===== src/rtl/slp_pkg.sv =====
// types and constants shared by the signed low-bit packer
// no dependencies; compile first
package slp_pkg;

    localparam int C_BYTE_BITS = 8;

    // element width register limits and reset value
    localparam logic [2:0] C_WIDTH_MIN   = 3'd2;
    localparam logic [2:0] C_WIDTH_MID   = 3'd3;
    localparam logic [2:0] C_WIDTH_MAX   = 3'd4;
    localparam logic [2:0] C_WIDTH_RESET = 3'd4;

    // one queue entry: the beats one input item produces
    typedef struct packed {
        logic [7:0] data_a;
        logic       last_a;
        logic [7:0] data_b;
        logic       has_b;
    } t_entry;

    // queue status seen by the front and back parts
    typedef struct packed {
        logic full;
        logic empty;
    } t_fifo_stat;

endpackage


===== src/rtl/slp_if.sv =====
// stream interfaces for the signed low-bit packer
// depends on nothing; compile after slp_pkg
interface slp_in_if;
    logic              valid;
    logic              ready;
    logic signed [7:0] sample_value;
    logic              final_element;

    modport source (output valid, output sample_value, output final_element, input ready);
    modport sink   (input valid, input sample_value, input final_element, output ready);
endinterface

interface slp_out_if;
    logic       valid;
    logic       ready;
    logic [7:0] packed_byte;
    logic       final_byte;

    modport source (output valid, output packed_byte, output final_byte, input ready);
    modport sink   (input valid, input packed_byte, input final_byte, output ready);
endinterface


===== src/rtl/slp_front.sv =====
// front part: width register, clip and merge into pending bits, queue push
// depends on slp_pkg and slp_in_if
module slp_front
    import slp_pkg::*;
(
    input  logic       i_clk,
    input  logic       i_rst_n,
    input  logic       i_cfg_we,
    input  logic [2:0] i_cfg_wdata,
    slp_in_if.sink     i_in_ch,
    input  t_fifo_stat i_stat,
    output logic       o_push,
    output t_entry     o_entry
);

    logic [2:0]        r_width;
    logic [7:0]        r_pend_bits;
    logic [2:0]        r_pend_count;
    logic [7:0]        n_pend_bits;
    logic [2:0]        n_pend_count;
    logic [2:0]        w_eff;
    logic signed [7:0] w_hi;
    logic signed [7:0] w_lo;
    logic signed [7:0] w_clip;
    logic [3:0]        w_mask;
    logic [3:0]        w_code;
    logic [11:0]       w_merged;
    logic [3:0]        w_total;
    logic              w_full;
    logic              w_accept;

    // width register
    always_ff @(posedge i_clk) begin
        if (!i_rst_n) begin
            r_width <= C_WIDTH_RESET;
        end else if (i_cfg_we) begin
            r_width <= i_cfg_wdata;
        end
    end

    // width clamped to the supported range
    always_comb begin
        if (r_width < C_WIDTH_MIN) begin
            w_eff = C_WIDTH_MIN;
        end else if (r_width > C_WIDTH_MAX) begin
            w_eff = C_WIDTH_MAX;
        end else begin
            w_eff = r_width;
        end
    end

    // saturate to the signed range of the width, then mask
    always_comb begin
        case (w_eff)
            C_WIDTH_MIN: begin
                w_hi   = 8'sd1;
                w_mask = 4'b0011;
            end
            C_WIDTH_MID: begin
                w_hi   = 8'sd3;
                w_mask = 4'b0111;
            end
            default: begin
                w_hi   = 8'sd7;
                w_mask = 4'b1111;
            end
        endcase
        w_lo = ~w_hi;
        if (i_in_ch.sample_value > w_hi) begin
            w_clip = w_hi;
        end else if (i_in_ch.sample_value < w_lo) begin
            w_clip = w_lo;
        end else begin
            w_clip = i_in_ch.sample_value;
        end
        w_code = w_clip[3:0] & w_mask;
    end

    // merge above the pending bits
    assign w_merged = {4'b0000, r_pend_bits} | ({8'h00, w_code} << r_pend_count);
    assign w_total  = {1'b0, r_pend_count} + {1'b0, w_eff};
    assign w_full   = w_total[3];

    assign i_in_ch.ready = !i_stat.full;
    assign w_accept      = i_in_ch.valid && !i_stat.full;

    // beats for the queue
    always_comb begin
        o_entry        = '0;
        o_entry.data_a = w_merged[7:0];
        o_push         = 1'b0;
        if (w_full) begin
            o_push         = w_accept;
            o_entry.last_a = i_in_ch.final_element && (w_total == 4'd8);
            o_entry.has_b  = i_in_ch.final_element && (w_total != 4'd8);
            o_entry.data_b = {4'b0000, w_merged[11:8]};
        end else if (i_in_ch.final_element && (w_total != 4'd0)) begin
            o_push         = w_accept;
            o_entry.last_a = 1'b1;
        end
    end

    // pending state after an accepted beat
    always_comb begin
        n_pend_bits  = r_pend_bits;
        n_pend_count = r_pend_count;
        if (w_accept) begin
            if (i_in_ch.final_element) begin
                n_pend_bits  = '0;
                n_pend_count = '0;
            end else begin
                n_pend_bits  = w_full ? {4'b0000, w_merged[11:8]} : w_merged[7:0];
                n_pend_count = w_total[2:0];
            end
        end
    end

    always_ff @(posedge i_clk) begin
        if (!i_rst_n) begin
            r_pend_bits  <= '0;
            r_pend_count <= '0;
        end else begin
            r_pend_bits  <= n_pend_bits;
            r_pend_count <= n_pend_count;
        end
    end

endmodule


===== src/rtl/slp_fifo.sv =====
// short queue of pending output entries between front and back parts
// depends on slp_pkg
module slp_fifo
    import slp_pkg::*;
#(
    parameter int P_DEPTH = 4
) (
    input  logic                         i_clk,
    input  logic                         i_rst_n,
    input  logic                         i_push,
    input  t_entry                       i_entry,
    input  logic                         i_pop,
    output t_entry                       o_head,
    output t_fifo_stat                   o_stat,
    output logic [$clog2(P_DEPTH+1)-1:0] o_level
);

    localparam int P_PTR_W = (P_DEPTH > 1) ? $clog2(P_DEPTH) : 1;
    localparam int P_LVL_W = $clog2(P_DEPTH + 1);

    t_entry             r_mem [P_DEPTH];
    logic [P_PTR_W-1:0] r_wr_ptr;
    logic [P_PTR_W-1:0] r_rd_ptr;
    logic [P_LVL_W-1:0] r_level;
    logic [P_PTR_W-1:0] n_wr_ptr;
    logic [P_PTR_W-1:0] n_rd_ptr;
    logic [P_LVL_W-1:0] n_level;
    logic               w_push;
    logic               w_pop;

    assign o_stat.full  = (r_level == P_LVL_W'(P_DEPTH));
    assign o_stat.empty = (r_level == '0);
    assign o_level      = r_level;
    assign o_head       = r_mem[r_rd_ptr];

    assign w_push = i_push && !o_stat.full;
    assign w_pop  = i_pop && !o_stat.empty;

    // pointer and level update
    always_comb begin
        n_wr_ptr = r_wr_ptr;
        n_rd_ptr = r_rd_ptr;
        n_level  = r_level;
        if (w_push) begin
            n_wr_ptr = (r_wr_ptr == P_PTR_W'(P_DEPTH - 1)) ? '0 : r_wr_ptr + 1'b1;
        end
        if (w_pop) begin
            n_rd_ptr = (r_rd_ptr == P_PTR_W'(P_DEPTH - 1)) ? '0 : r_rd_ptr + 1'b1;
        end
        if (w_push && !w_pop) begin
            n_level = r_level + 1'b1;
        end else if (w_pop && !w_push) begin
            n_level = r_level - 1'b1;
        end
    end

    always_ff @(posedge i_clk) begin
        if (!i_rst_n) begin
            r_wr_ptr <= '0;
            r_rd_ptr <= '0;
            r_level  <= '0;
        end else begin
            r_wr_ptr <= n_wr_ptr;
            r_rd_ptr <= n_rd_ptr;
            r_level  <= n_level;
        end
    end

    // entry storage
    always_ff @(posedge i_clk) begin
        if (w_push) begin
            r_mem[r_wr_ptr] <= i_entry;
        end
    end

endmodule


===== src/rtl/slp_back.sv =====
// back part: steps through queued entries one beat at a time into the output register
// depends on slp_pkg and slp_out_if
module slp_back
    import slp_pkg::*;
(
    input  logic       i_clk,
    input  logic       i_rst_n,
    input  t_entry     i_head,
    input  t_fifo_stat i_stat,
    output logic       o_pop,
    slp_out_if.source  o_out_ch
);

    logic       r_sub;
    logic       r_valid;
    logic [7:0] r_data;
    logic       r_last;
    logic       n_sub;
    logic       n_valid;
    logic [7:0] n_data;
    logic       n_last;
    logic       w_load;

    assign w_load = !r_valid || o_out_ch.ready;
    assign o_pop  = w_load && !i_stat.empty && (!i_head.has_b || r_sub);

    // choose the next beat from the head entry
    always_comb begin
        n_sub   = r_sub;
        n_valid = r_valid;
        n_data  = r_data;
        n_last  = r_last;
        if (w_load) begin
            n_valid = !i_stat.empty;
            if (!i_stat.empty) begin
                n_data = r_sub ? i_head.data_b : i_head.data_a;
                n_last = r_sub ? 1'b1 : i_head.last_a;
                n_sub  = o_pop ? 1'b0 : 1'b1;
            end
        end
    end

    always_ff @(posedge i_clk) begin
        if (!i_rst_n) begin
            r_sub   <= 1'b0;
            r_valid <= 1'b0;
        end else begin
            r_sub   <= n_sub;
            r_valid <= n_valid;
        end
    end

    always_ff @(posedge i_clk) begin
        r_data <= n_data;
        r_last <= n_last;
    end

    assign o_out_ch.valid       = r_valid;
    assign o_out_ch.packed_byte = r_data;
    assign o_out_ch.final_byte  = r_last;

endmodule


===== src/rtl/signed_low_bit_packer.sv =====
// signed low-bit packer top level: front, queue and back parts
// depends on slp_pkg, slp_if, slp_front, slp_fifo, slp_back
//
// usage
//   i_in_ch takes one signed 8-bit sample per beat with a last-element flag.
//   each sample is saturated to element_width bits (2..4, clamped; reset 4),
//   packed lsb first, and a byte goes out on o_out_ch each time eight bits
//   gather. the last element flushes leftover bits as a zero-padded byte,
//   marked with final_byte.
//   i_cfg_we / i_cfg_wdata write element_width; write only while idle.
// throughput
//   one input beat per cycle while the queue has room; bytes pass the
//   queue, then the output register. an item flushing two bytes sends
//   both in turn; the output, one byte per cycle while ready, sets the rate.
// reset and stall
//   synchronous active-low reset clears pending bits, queue and output.
//   when the receiver stalls, the output register holds and the queue
//   (P_FIFO_DEPTH entries) absorbs input beats until full, then ready drops.
module signed_low_bit_packer
    import slp_pkg::*;
#(
    parameter int P_FIFO_DEPTH = 4
) (
    input  logic       i_clk,
    input  logic       i_rst_n,
    input  logic       i_cfg_we,
    input  logic [2:0] i_cfg_wdata,
    slp_in_if.sink     i_in_ch,
    slp_out_if.source  o_out_ch
);

    localparam int P_LVL_W = $clog2(P_FIFO_DEPTH + 1);

    t_entry             w_push_entry;
    t_entry             w_head;
    t_fifo_stat         w_stat;
    logic               w_push;
    logic               w_pop;
    logic [P_LVL_W-1:0] w_level;

    slp_front u_front (
        .i_clk       (i_clk),
        .i_rst_n     (i_rst_n),
        .i_cfg_we    (i_cfg_we),
        .i_cfg_wdata (i_cfg_wdata),
        .i_in_ch     (i_in_ch),
        .i_stat      (w_stat),
        .o_push      (w_push),
        .o_entry     (w_push_entry)
    );

    slp_fifo #(
        .P_DEPTH (P_FIFO_DEPTH)
    ) u_fifo (
        .i_clk   (i_clk),
        .i_rst_n (i_rst_n),
        .i_push  (w_push),
        .i_entry (w_push_entry),
        .i_pop   (w_pop),
        .o_head  (w_head),
        .o_stat  (w_stat),
        .o_level (w_level)
    );

    slp_back u_back (
        .i_clk    (i_clk),
        .i_rst_n  (i_rst_n),
        .i_head   (w_head),
        .i_stat   (w_stat),
        .o_pop    (w_pop),
        .o_out_ch (o_out_ch)
    );

    // queue level never exceeds its depth
    a_level_bound: assert property (@(posedge i_clk) disable iff (!i_rst_n)
        w_level <= P_LVL_W'(P_FIFO_DEPTH))
        else $error("queue level above depth");

    // back part pops only a filled queue
    a_pop_nonempty: assert property (@(posedge i_clk) disable iff (!i_rst_n)
        w_pop |-> !w_stat.empty)
        else $error("pop from empty queue");

    // front part pushes only into a queue with room
    a_push_room: assert property (@(posedge i_clk) disable iff (!i_rst_n)
        w_push |-> !w_stat.full)
        else $error("push into full queue");

    // output is idle right after reset
    a_reset_idle: assert property (@(posedge i_clk)
        !i_rst_n |=> !o_out_ch.valid)
        else $error("output valid after reset");

endmodule


===== src/flat_wrapper.sv =====
// flat-port wrapper written by rule: the top's interface ports become plain ports
module signed_low_bit_packer_flat import slp_pkg::*;
#(
    parameter int P_FIFO_DEPTH = 4
)
  (i_clk, i_rst_n, i_cfg_we, i_cfg_wdata, i_in_ch_valid, i_in_ch_sample_value, i_in_ch_final_element, i_in_ch_ready, o_out_ch_valid, o_out_ch_packed_byte, o_out_ch_final_byte, o_out_ch_ready);
  slp_in_if i_in_ch_i ();
  slp_out_if o_out_ch_i ();
  input  logic i_clk;
  input  logic i_rst_n;
  input  logic i_cfg_we;
  input  logic [2:0] i_cfg_wdata;
  input wire logic [$bits(i_in_ch_i.valid)-1:0] i_in_ch_valid;
  input wire logic [$bits(i_in_ch_i.sample_value)-1:0] i_in_ch_sample_value;
  input wire logic [$bits(i_in_ch_i.final_element)-1:0] i_in_ch_final_element;
  output wire logic [$bits(i_in_ch_i.ready)-1:0] i_in_ch_ready;
  output wire logic [$bits(o_out_ch_i.valid)-1:0] o_out_ch_valid;
  output wire logic [$bits(o_out_ch_i.packed_byte)-1:0] o_out_ch_packed_byte;
  output wire logic [$bits(o_out_ch_i.final_byte)-1:0] o_out_ch_final_byte;
  input wire logic [$bits(o_out_ch_i.ready)-1:0] o_out_ch_ready;
  assign i_in_ch_i.valid = i_in_ch_valid;
  assign i_in_ch_i.sample_value = i_in_ch_sample_value;
  assign i_in_ch_i.final_element = i_in_ch_final_element;
  assign i_in_ch_ready = i_in_ch_i.ready;
  assign o_out_ch_valid = o_out_ch_i.valid;
  assign o_out_ch_packed_byte = o_out_ch_i.packed_byte;
  assign o_out_ch_final_byte = o_out_ch_i.final_byte;
  assign o_out_ch_i.ready = o_out_ch_ready;
  signed_low_bit_packer #(.P_FIFO_DEPTH(P_FIFO_DEPTH)) u_core (.i_clk(i_clk), .i_rst_n(i_rst_n), .i_cfg_we(i_cfg_we), .i_cfg_wdata(i_cfg_wdata), .i_in_ch(i_in_ch_i), .o_out_ch(o_out_ch_i));
endmodule

===== config.mk =====
export PLATFORM = sky130hd
export DESIGN_NAME = signed_low_bit_packer_flat
export DESIGN_NICKNAME = d
export VERILOG_FILES = /design/src/rtl/slp_pkg.sv /design/src/rtl/slp_if.sv /design/src/rtl/slp_front.sv /design/src/rtl/slp_fifo.sv /design/src/rtl/slp_back.sv /design/src/rtl/signed_low_bit_packer.sv /design/src/flat_wrapper.sv
export SDC_FILE = /design/constraint.sdc
export NUM_CORES = 1
export LEC_CHECK = 0
export BUFFER_PORTS_ARGS = -buffer_cell sky130_fd_sc_hd__clkbuf_2
export CAP_MARGIN = 20
export CORE_UTILIZATION = 50
export CTS_CLUSTER_DIAMETER = 30
export CTS_CLUSTER_SIZE = 28
export DETAILED_ROUTE_END_ITERATION = 6
export PLACE_DENSITY_LB_ADDON = 0.15
export SETUP_SLACK_MARGIN = 0.05
export SLEW_MARGIN = 40
export SYNTH_ARGS = -nofsm -noshare
export SYNTH_HDL_FRONTEND = slang
export SYNTH_SLANG_ARGS = --single-unit

===== constraint.sdc =====
create_clock -name i_clk -period 4.67 [get_ports i_clk]
set_input_delay 0.934 -clock i_clk [delete_from_list [all_inputs] [get_ports i_clk]]
set_output_delay 0.934 -clock i_clk [all_outputs]
set_load 0.02 [all_outputs]

After elaboration in Yosys (flattened, before gate mapping)
Memories as Yosys holds them, arrays and structs flattened. A register that Yosys moved wholly into a read port is not among the register bits.
Cells that the tools add are included.
Storage, ports and cells
  bits in registers: 32
  RAM bits: 56
  output and inout port bits: 11
  memories: 1
Memory list
  u_core.u_fifo.r_mem: depth 4, bits a word 14, read ports 1, clocked after Yosys merged registers in 1, wr ports 1, RTL line slp_fifo.sv:21  | t_entry r_mem [P_DEPTH];
Operators by class
  $add $sub $neg: 5
  magnitude comparators: 4
  eq/ne operators: 7
  shift operators: 1
  muxes and demuxes: 24
  bitwise operators: 4
  reductions and logical operators: 22
Operator list (number)
  $mux 8: 3
  $mux 3: 5
  $or 8x12->12: 1
  $shl 4x3->12: 1
  $logic_and 1x1->1: 10
  $gt 8x4->1: 1
  $lt 8x8->1: 1
  $mux 2: 4
  $mux 4: 2
  $not 3->8: 1
  $pmux 4 s2: 1
  $mux 1: 7
  $eq 3x2->1 const B: 2
  $logic_not 1->1: 6
  $pmux 3 s2: 1
  $mux 5: 1
  $add 2x1->2 const B: 2
  $add 3x3->4: 1
  $and 4x4->4: 1
  $eq 2x2->1 const B: 2
  $eq 4x4->1 const B: 1
  $ne 4x4->1 const B: 1
  $reduce_bool 4->1: 1
  $add 3x1->3 const B: 1
  other kinds (9): 10

Depth between registers and ports, before layout
  depth in word-level cells: 14
  gate-level depth with buffers: 15
  depth with buffers taken out: 15

By module
Synthesis repeated with hierarchy kept, for this count alone.
Unflattened totals
  cell total of the unflattened synthesis: 353
  area total of the unflattened synthesis: 5003.5 sq um
Modules (own cells, without submodules)
  slp_fifo: times used 1, cells an instance 145, area an instance 3119.2 sq um, sequential area each 2342.2 sq um
  slp_front: times used 1, cells an instance 178, area an instance 1373.8 sq um, sequential area each 280.3 sq um
  slp_back: times used 1, cells an instance 30, area an instance 510.5 sq um, sequential area each 310.3 sq um

Worst setup path before layout
OpenSTA, ideal clock, no wires.
  kind: register -> register
  from: register u_core.u_front.r_width[1]
  to: register u_core.u_fifo.r_level[2], in the netlist u_core.u_fifo.o_level[2]
  setup time: 72 ps
  arrival: 3189 ps
  required time: 4598 ps
  path slack: 1409 ps
  cell stages (with the launch flop): 16
  period minus slack after synthesis: 3261 ps
  cell sequence: dfxtp_1 -> nand2_1 -> nor2_1 -> ha_1 -> inv_1 -> fa_1 -> xor2_1 -> nand3b_1 -> nand2_1 -> a21oi_1 -> ha_1 -> inv_1 -> fa_1 -> xor2_1 -> or3_1 -> a21oi_1
On the way
  longest elaborated chain between the ends: 12
  elaborated cells on any way between the ends: 15
Ends and longest elaborated chain
  from (decl): RTL line slp_front.sv:16  | logic [2:0] r_width;
  from (signal assigned): RTL line slp_front.sv:37  | r_width <= i_cfg_wdata;
  $gt 3x3->1: RTL line slp_front.sv:45  | end else if (r_width > C_WIDTH_MAX) begin
  $mux 3: RTL line slp_front.sv:45
  $mux 3 *: RTL line slp_front.sv:43  | if (r_width < C_WIDTH_MIN) begin
  $add 3x3->4 *: RTL line slp_front.sv:81  | assign w_total = {1'b0, r_pend_count} + {1'b0, w_eff};
  $reduce_bool 4->1: RTL line slp_front.sv:97  | end else if (i_in_ch.final_element && (w_total != 4'd0)) begin
  $logic_and 1x1->1: RTL line slp_front.sv:97
  $mux 1: RTL line slp_front.sv:97
  $mux 1 *: RTL line slp_front.sv:92  | if (w_full) begin
  $logic_and 1x1->1 *: RTL line slp_fifo.sv:36  | assign w_push = i_push && !o_stat.full;
  net u_core.u_fifo.w_push: RTL line slp_fifo.sv:28  | logic w_push;
  $logic_not 1->1: RTL line slp_fifo.sv:52  | end else if (w_pop && !w_push) begin
  $logic_and 1x1->1: RTL line slp_fifo.sv:52
  $reduce_bool 2->1 (no source line)
  to (signal assigned): RTL line slp_fifo.sv:65  | r_level <= n_level;
  to (decl): RTL line slp_fifo.sv:24  | logic [P_LVL_W-1:0] r_level;
Mark *: on every way through the listed nets, which the timed path passes. The rest lies on a longest branch.
A chain may end at the register's enable or synchronous reset.

Worst setup path after layout
  from: register u_core.u_front.r_pend_count[1]
  to: register u_core.u_fifo.r_level[2], in the netlist u_core.u_fifo.o_level[2]
On the way
  longest elaborated chain between the ends: 9
  elaborated cells on any way between the ends: 11
Ends and longest elaborated chain
  from (decl): RTL line slp_front.sv:18  | logic [2:0] r_pend_count;
  from (signal assigned): RTL line slp_front.sv:124  | r_pend_count <= n_pend_count;
  $add 3x3->4 *: RTL line slp_front.sv:81
  $reduce_bool 4->1: RTL line slp_front.sv:97
  $logic_and 1x1->1: RTL line slp_front.sv:97
  $mux 1: RTL line slp_front.sv:97
  $mux 1 *: RTL line slp_front.sv:92
  $logic_and 1x1->1 *: RTL line slp_fifo.sv:36
  net u_core.u_fifo.w_push: RTL line slp_fifo.sv:28
  $logic_not 1->1: RTL line slp_fifo.sv:52
  $logic_and 1x1->1: RTL line slp_fifo.sv:52
  $reduce_bool 2->1 (no source line)
Marked as above.

==> flow_summary.json <==
{
  "clock_skew_ns": 0.008066,
  "crit_path_start_kind": "flop",
  "synth_top_family_by_area": "simple AND/OR/NAND/NOR gates",
  "maxCapViolations": 0,
  "gr-usage-all-layers_pct": 20.08,
  "cts_hold_buf": 0,
  "clk_latency_ns": 0.36,
  "worstPathMaxFanout": 14,
  "rows": 32,
  "synth_compound_area_share_pct": 12.12,
  "core_region_area_um2": 7807,
  "final_common_cell": "edfxtp_1",
  "hpwlAfterDp_mm": 5.376,
  "synth_edf_count": 61,
  "crit_path_end_kind": "flop",
  "cts_buffers": 9,
  "nNetsFinal": 384,
  "cts_setup_buffers": 0,
  "slowest_stage": "dfxtp_1",
  "cts_tree": "done",
  "worstHoldPathType": "flop to flop",
  "drc": 0,
  "gp_congestion": 0.8885,
  "cts.clk_slew.worst_paths_ns": 0.09,
  "grt.overflow.total": 0,
  "crit_chain": "clkinv_1, fa_1, xor2_1, nand3b_1, nand2_1, a21oi_1, ha_1, inv_1, fa_1, xor2_1, or3_1, a21oi_1",
  "drv_slew": 0,
  "finalNonFillerCells": 461,
  "critPathMaxStageDelay_ns": 0.61,
  "fillers": 629,
  "crit_type": "flop to flop",
  "synth.distinct_cells": 67,
  "portBuffers": 27,
  "syn_nets": 353,
  "viasPerCell": 5.659,
  "status": "complete, no violations",
  "antenna_cells": 0,
  "rrSetupSlack_ns": 0.86,
  "ys_ff_latch": 86,
  "cp.required_ns": 4.94,
  "p_leak_nw": 1.678,
  "ioPinCount": 28,
  "syn2layout_area_growth_pct": 12.68,
  "fin_crit_ns": 3.807,
  "cts_buffer_depth": 2,
  "period_share_pct": 81.53,
  "maxSlewHeadroom_pct": 49.17,
  "die_w_um": 92.41,
  "start_util_pct": 52.34,
  "synth_xor_area_share_pct": 1.072,
  "syn_area_per_cell_um2": 12.65,
  "yosys.area_share.adder_pct": 4.348,
  "post_drt_wl_per_cell_um": 16.76,
  "netlist_instances": 323,
  "first_iter_violations": 124,
  "drive_gt1_share_pct": 22.84,
  "antenna_found_initial": 0,
  "ys.flop_type": "edfxtp_1",
  "critical_path_arrival_ns": 4.08,
  "whs_ns": 0.4658,
  "netlist_area_um2": 4086,
  "finalWirelength_mm": 7.725,
  "design_area_um2": 4604,
  "yosys_warnings": 0,
  "setup_viol": 0,
  "mostFrequentLayoutCells": "edfxtp_1 (61), nor2_1 (34), nand2_1 (32)",
  "cts.sinks": 86,
  "dpl.cell_count": 445,
  "rsz0062_at_grt": "false",
  "ys_seq_area_share_pct": 57.07,
  "timing.setup.tns_ns": 0,
  "async_flop_share_pct": 0,
  "dr_total_vias": 2609,
  "grt_start_max_net_pins": 19,
  "dieHeight_um": 92.41,
  "ant_nets": 0,
  "power.density_nw_per_um2": 498.2,
  "die_area_um2": 8539,
  "cts_max_level": 3,
  "grt_pass1_vias": 2583,
  "power.total_mw": 2.294,
  "fmax_mhz": 262.7,
  "grt_pass1_wl_mm": 12.99,
  "ir_drop_uv": 263.7,
  "post_cts_resized": 0,
  "clockRootBuffer": "clkbuf_8",
  "placed_cell_area_um2": 4327,
  "drt_pass1_iterations": 4,
  "tightestPinTransition_ns": 0.7624,
  "muxShareOfSynthArea_pct": 8.665,
  "final_hold_viol_count": 0,
  "synthSimpleGateAreaFrac_pct": 14.51
}
-- metal layers --
layer	GRT usage (%)	up-vias	wire length, um
met5	0	-	0
met4	9.375	0	160
met3	3.612	16	273
met2	31.05	69	3591
met1	27.57	1257	3699
li1	-	1267	-
-- kinds of logic (layout without fill, tap and decap cells) --
| group | count (synthesis) | after routing |
|---|---|---|
| buf+inv | 23 | 59 |
| xor+xnor | 5 | 5 |
| mux | 19 | 19 |
| compound gates | 60 | 60 |
| flops | 86 | 86 |
| fa+ha+maj | 13 | 13 |
| simple gates | 117 | 117 |
-- sequential cells by signal, indices dropped and copies added, names as in the netlist, named ones only --
| signal | count |
|---|---|
| u_core.u_fifo.r_mem | 52 |
| u_core.u_fifo.r_rd_ptr | 2 |
| u_core.u_front.r_pend_count | 3 |
| u_core.u_front.r_pend_bits | 8 |
| u_core.u_back.r_sub | 1 |
| u_core.u_back.o_out_ch.valid | 1 |
| u_core.u_back.o_out_ch.final_byte | 1 |
| u_core.u_fifo.o_level | 3 |
| u_core.u_front.r_width | 3 |
| u_core.u_back.o_out_ch.packed_byte | 8 |
| u_core.u_fifo.r_wr_ptr | 2 |
-- cell usage after synthesis, drive strengths merged (2+ instances only) --
master,instances,share of area [%]
a31oi,2,0.31
a21o,6,1.1
a21oi,17,2.2
a21boi,2,0.46
xnor2,2,0.43
o2bb2ai,4,1.0
xor2,3,0.64
o22ai,2,0.46
or2,3,0.52
o21ai,3,0.37
nor3b,2,0.49
nor4,2,0.83
o211ai,2,0.49
nand2,33,3.1
fa,2,0.98
nand3b,2,0.37
clkbuf,6,0.55
nor3,10,1.3
ha,11,3.4
dfxtp,25,12
buf,3,0.37
a22oi,2,0.70
nand2b,2,0.31
edfxtp,61,45
nand3,8,1.1
clkinv,2,0.18
mux2i,5,1.2
o31a,2,0.43
nor2,35,3.3
nor2b,2,0.31
and2,13,2.0
mux4,13,7.2
o21bai,2,0.37
inv,12,1.1
a221o,7,1.7
-- final cells by class --
cell class	instances	area (um^2)	share of cell area, %
clock inverters	6	140.1	3.043
flip-flops and latches	86	2332	50.65
well taps	102	127.6	2.772
repair buffers	29	150.1	3.261
inverters	14	52.55	1.141
multi-input cells	214	1664	36.14
clock buffers	10	137.6	2.989
-- worst max-delay path: cells and delay by family, from the launching register on --
family	cells	cell delay [ns]
xor+xnor	2	0.34
compound gates	2	0.62
simple gates	3	0.54
fa+ha+maj	3	1.20
flops	1	0.61
buf+inv	2	0.42
-- worst paths after layout --
check                                       from                       endpoint  cells past startpoint
setup / recovery  u_core.u_front.r_pend_count[1]       u_core.u_fifo.o_level[2]                     12
setup reg to reg  u_core.u_front.r_pend_count[1]       u_core.u_fifo.o_level[2]                     12
hold reg to reg    u_core.u_front.r_pend_bits[7]  u_core.u_front.r_pend_bits[7]                      1
hold / removal     u_core.u_front.r_pend_bits[7]  u_core.u_front.r_pend_bits[7]                      1
-- report_power, final --
part	total, mW	switching, mW	internal, mW
Clock	0.706	0.276	0.430
Sequential	1.01	0.0569	0.951
Combinational	0.580	0.340	0.240
-- per-stage QoR --
| stage | worst slack [ns] | utilization [%] |
|---|---|---|
| CTS | 0.8667 | 58.97 |
| finish | 0.8627 | 58.97 |
| detailed placement | 0.9067 | 55.42 |
| global route | 0.5530 | 58.97 |
| floorplan | 1.409 | - |
| global placement | 1.066 | 55.42 |
Power figures use the tool's default switching activity.
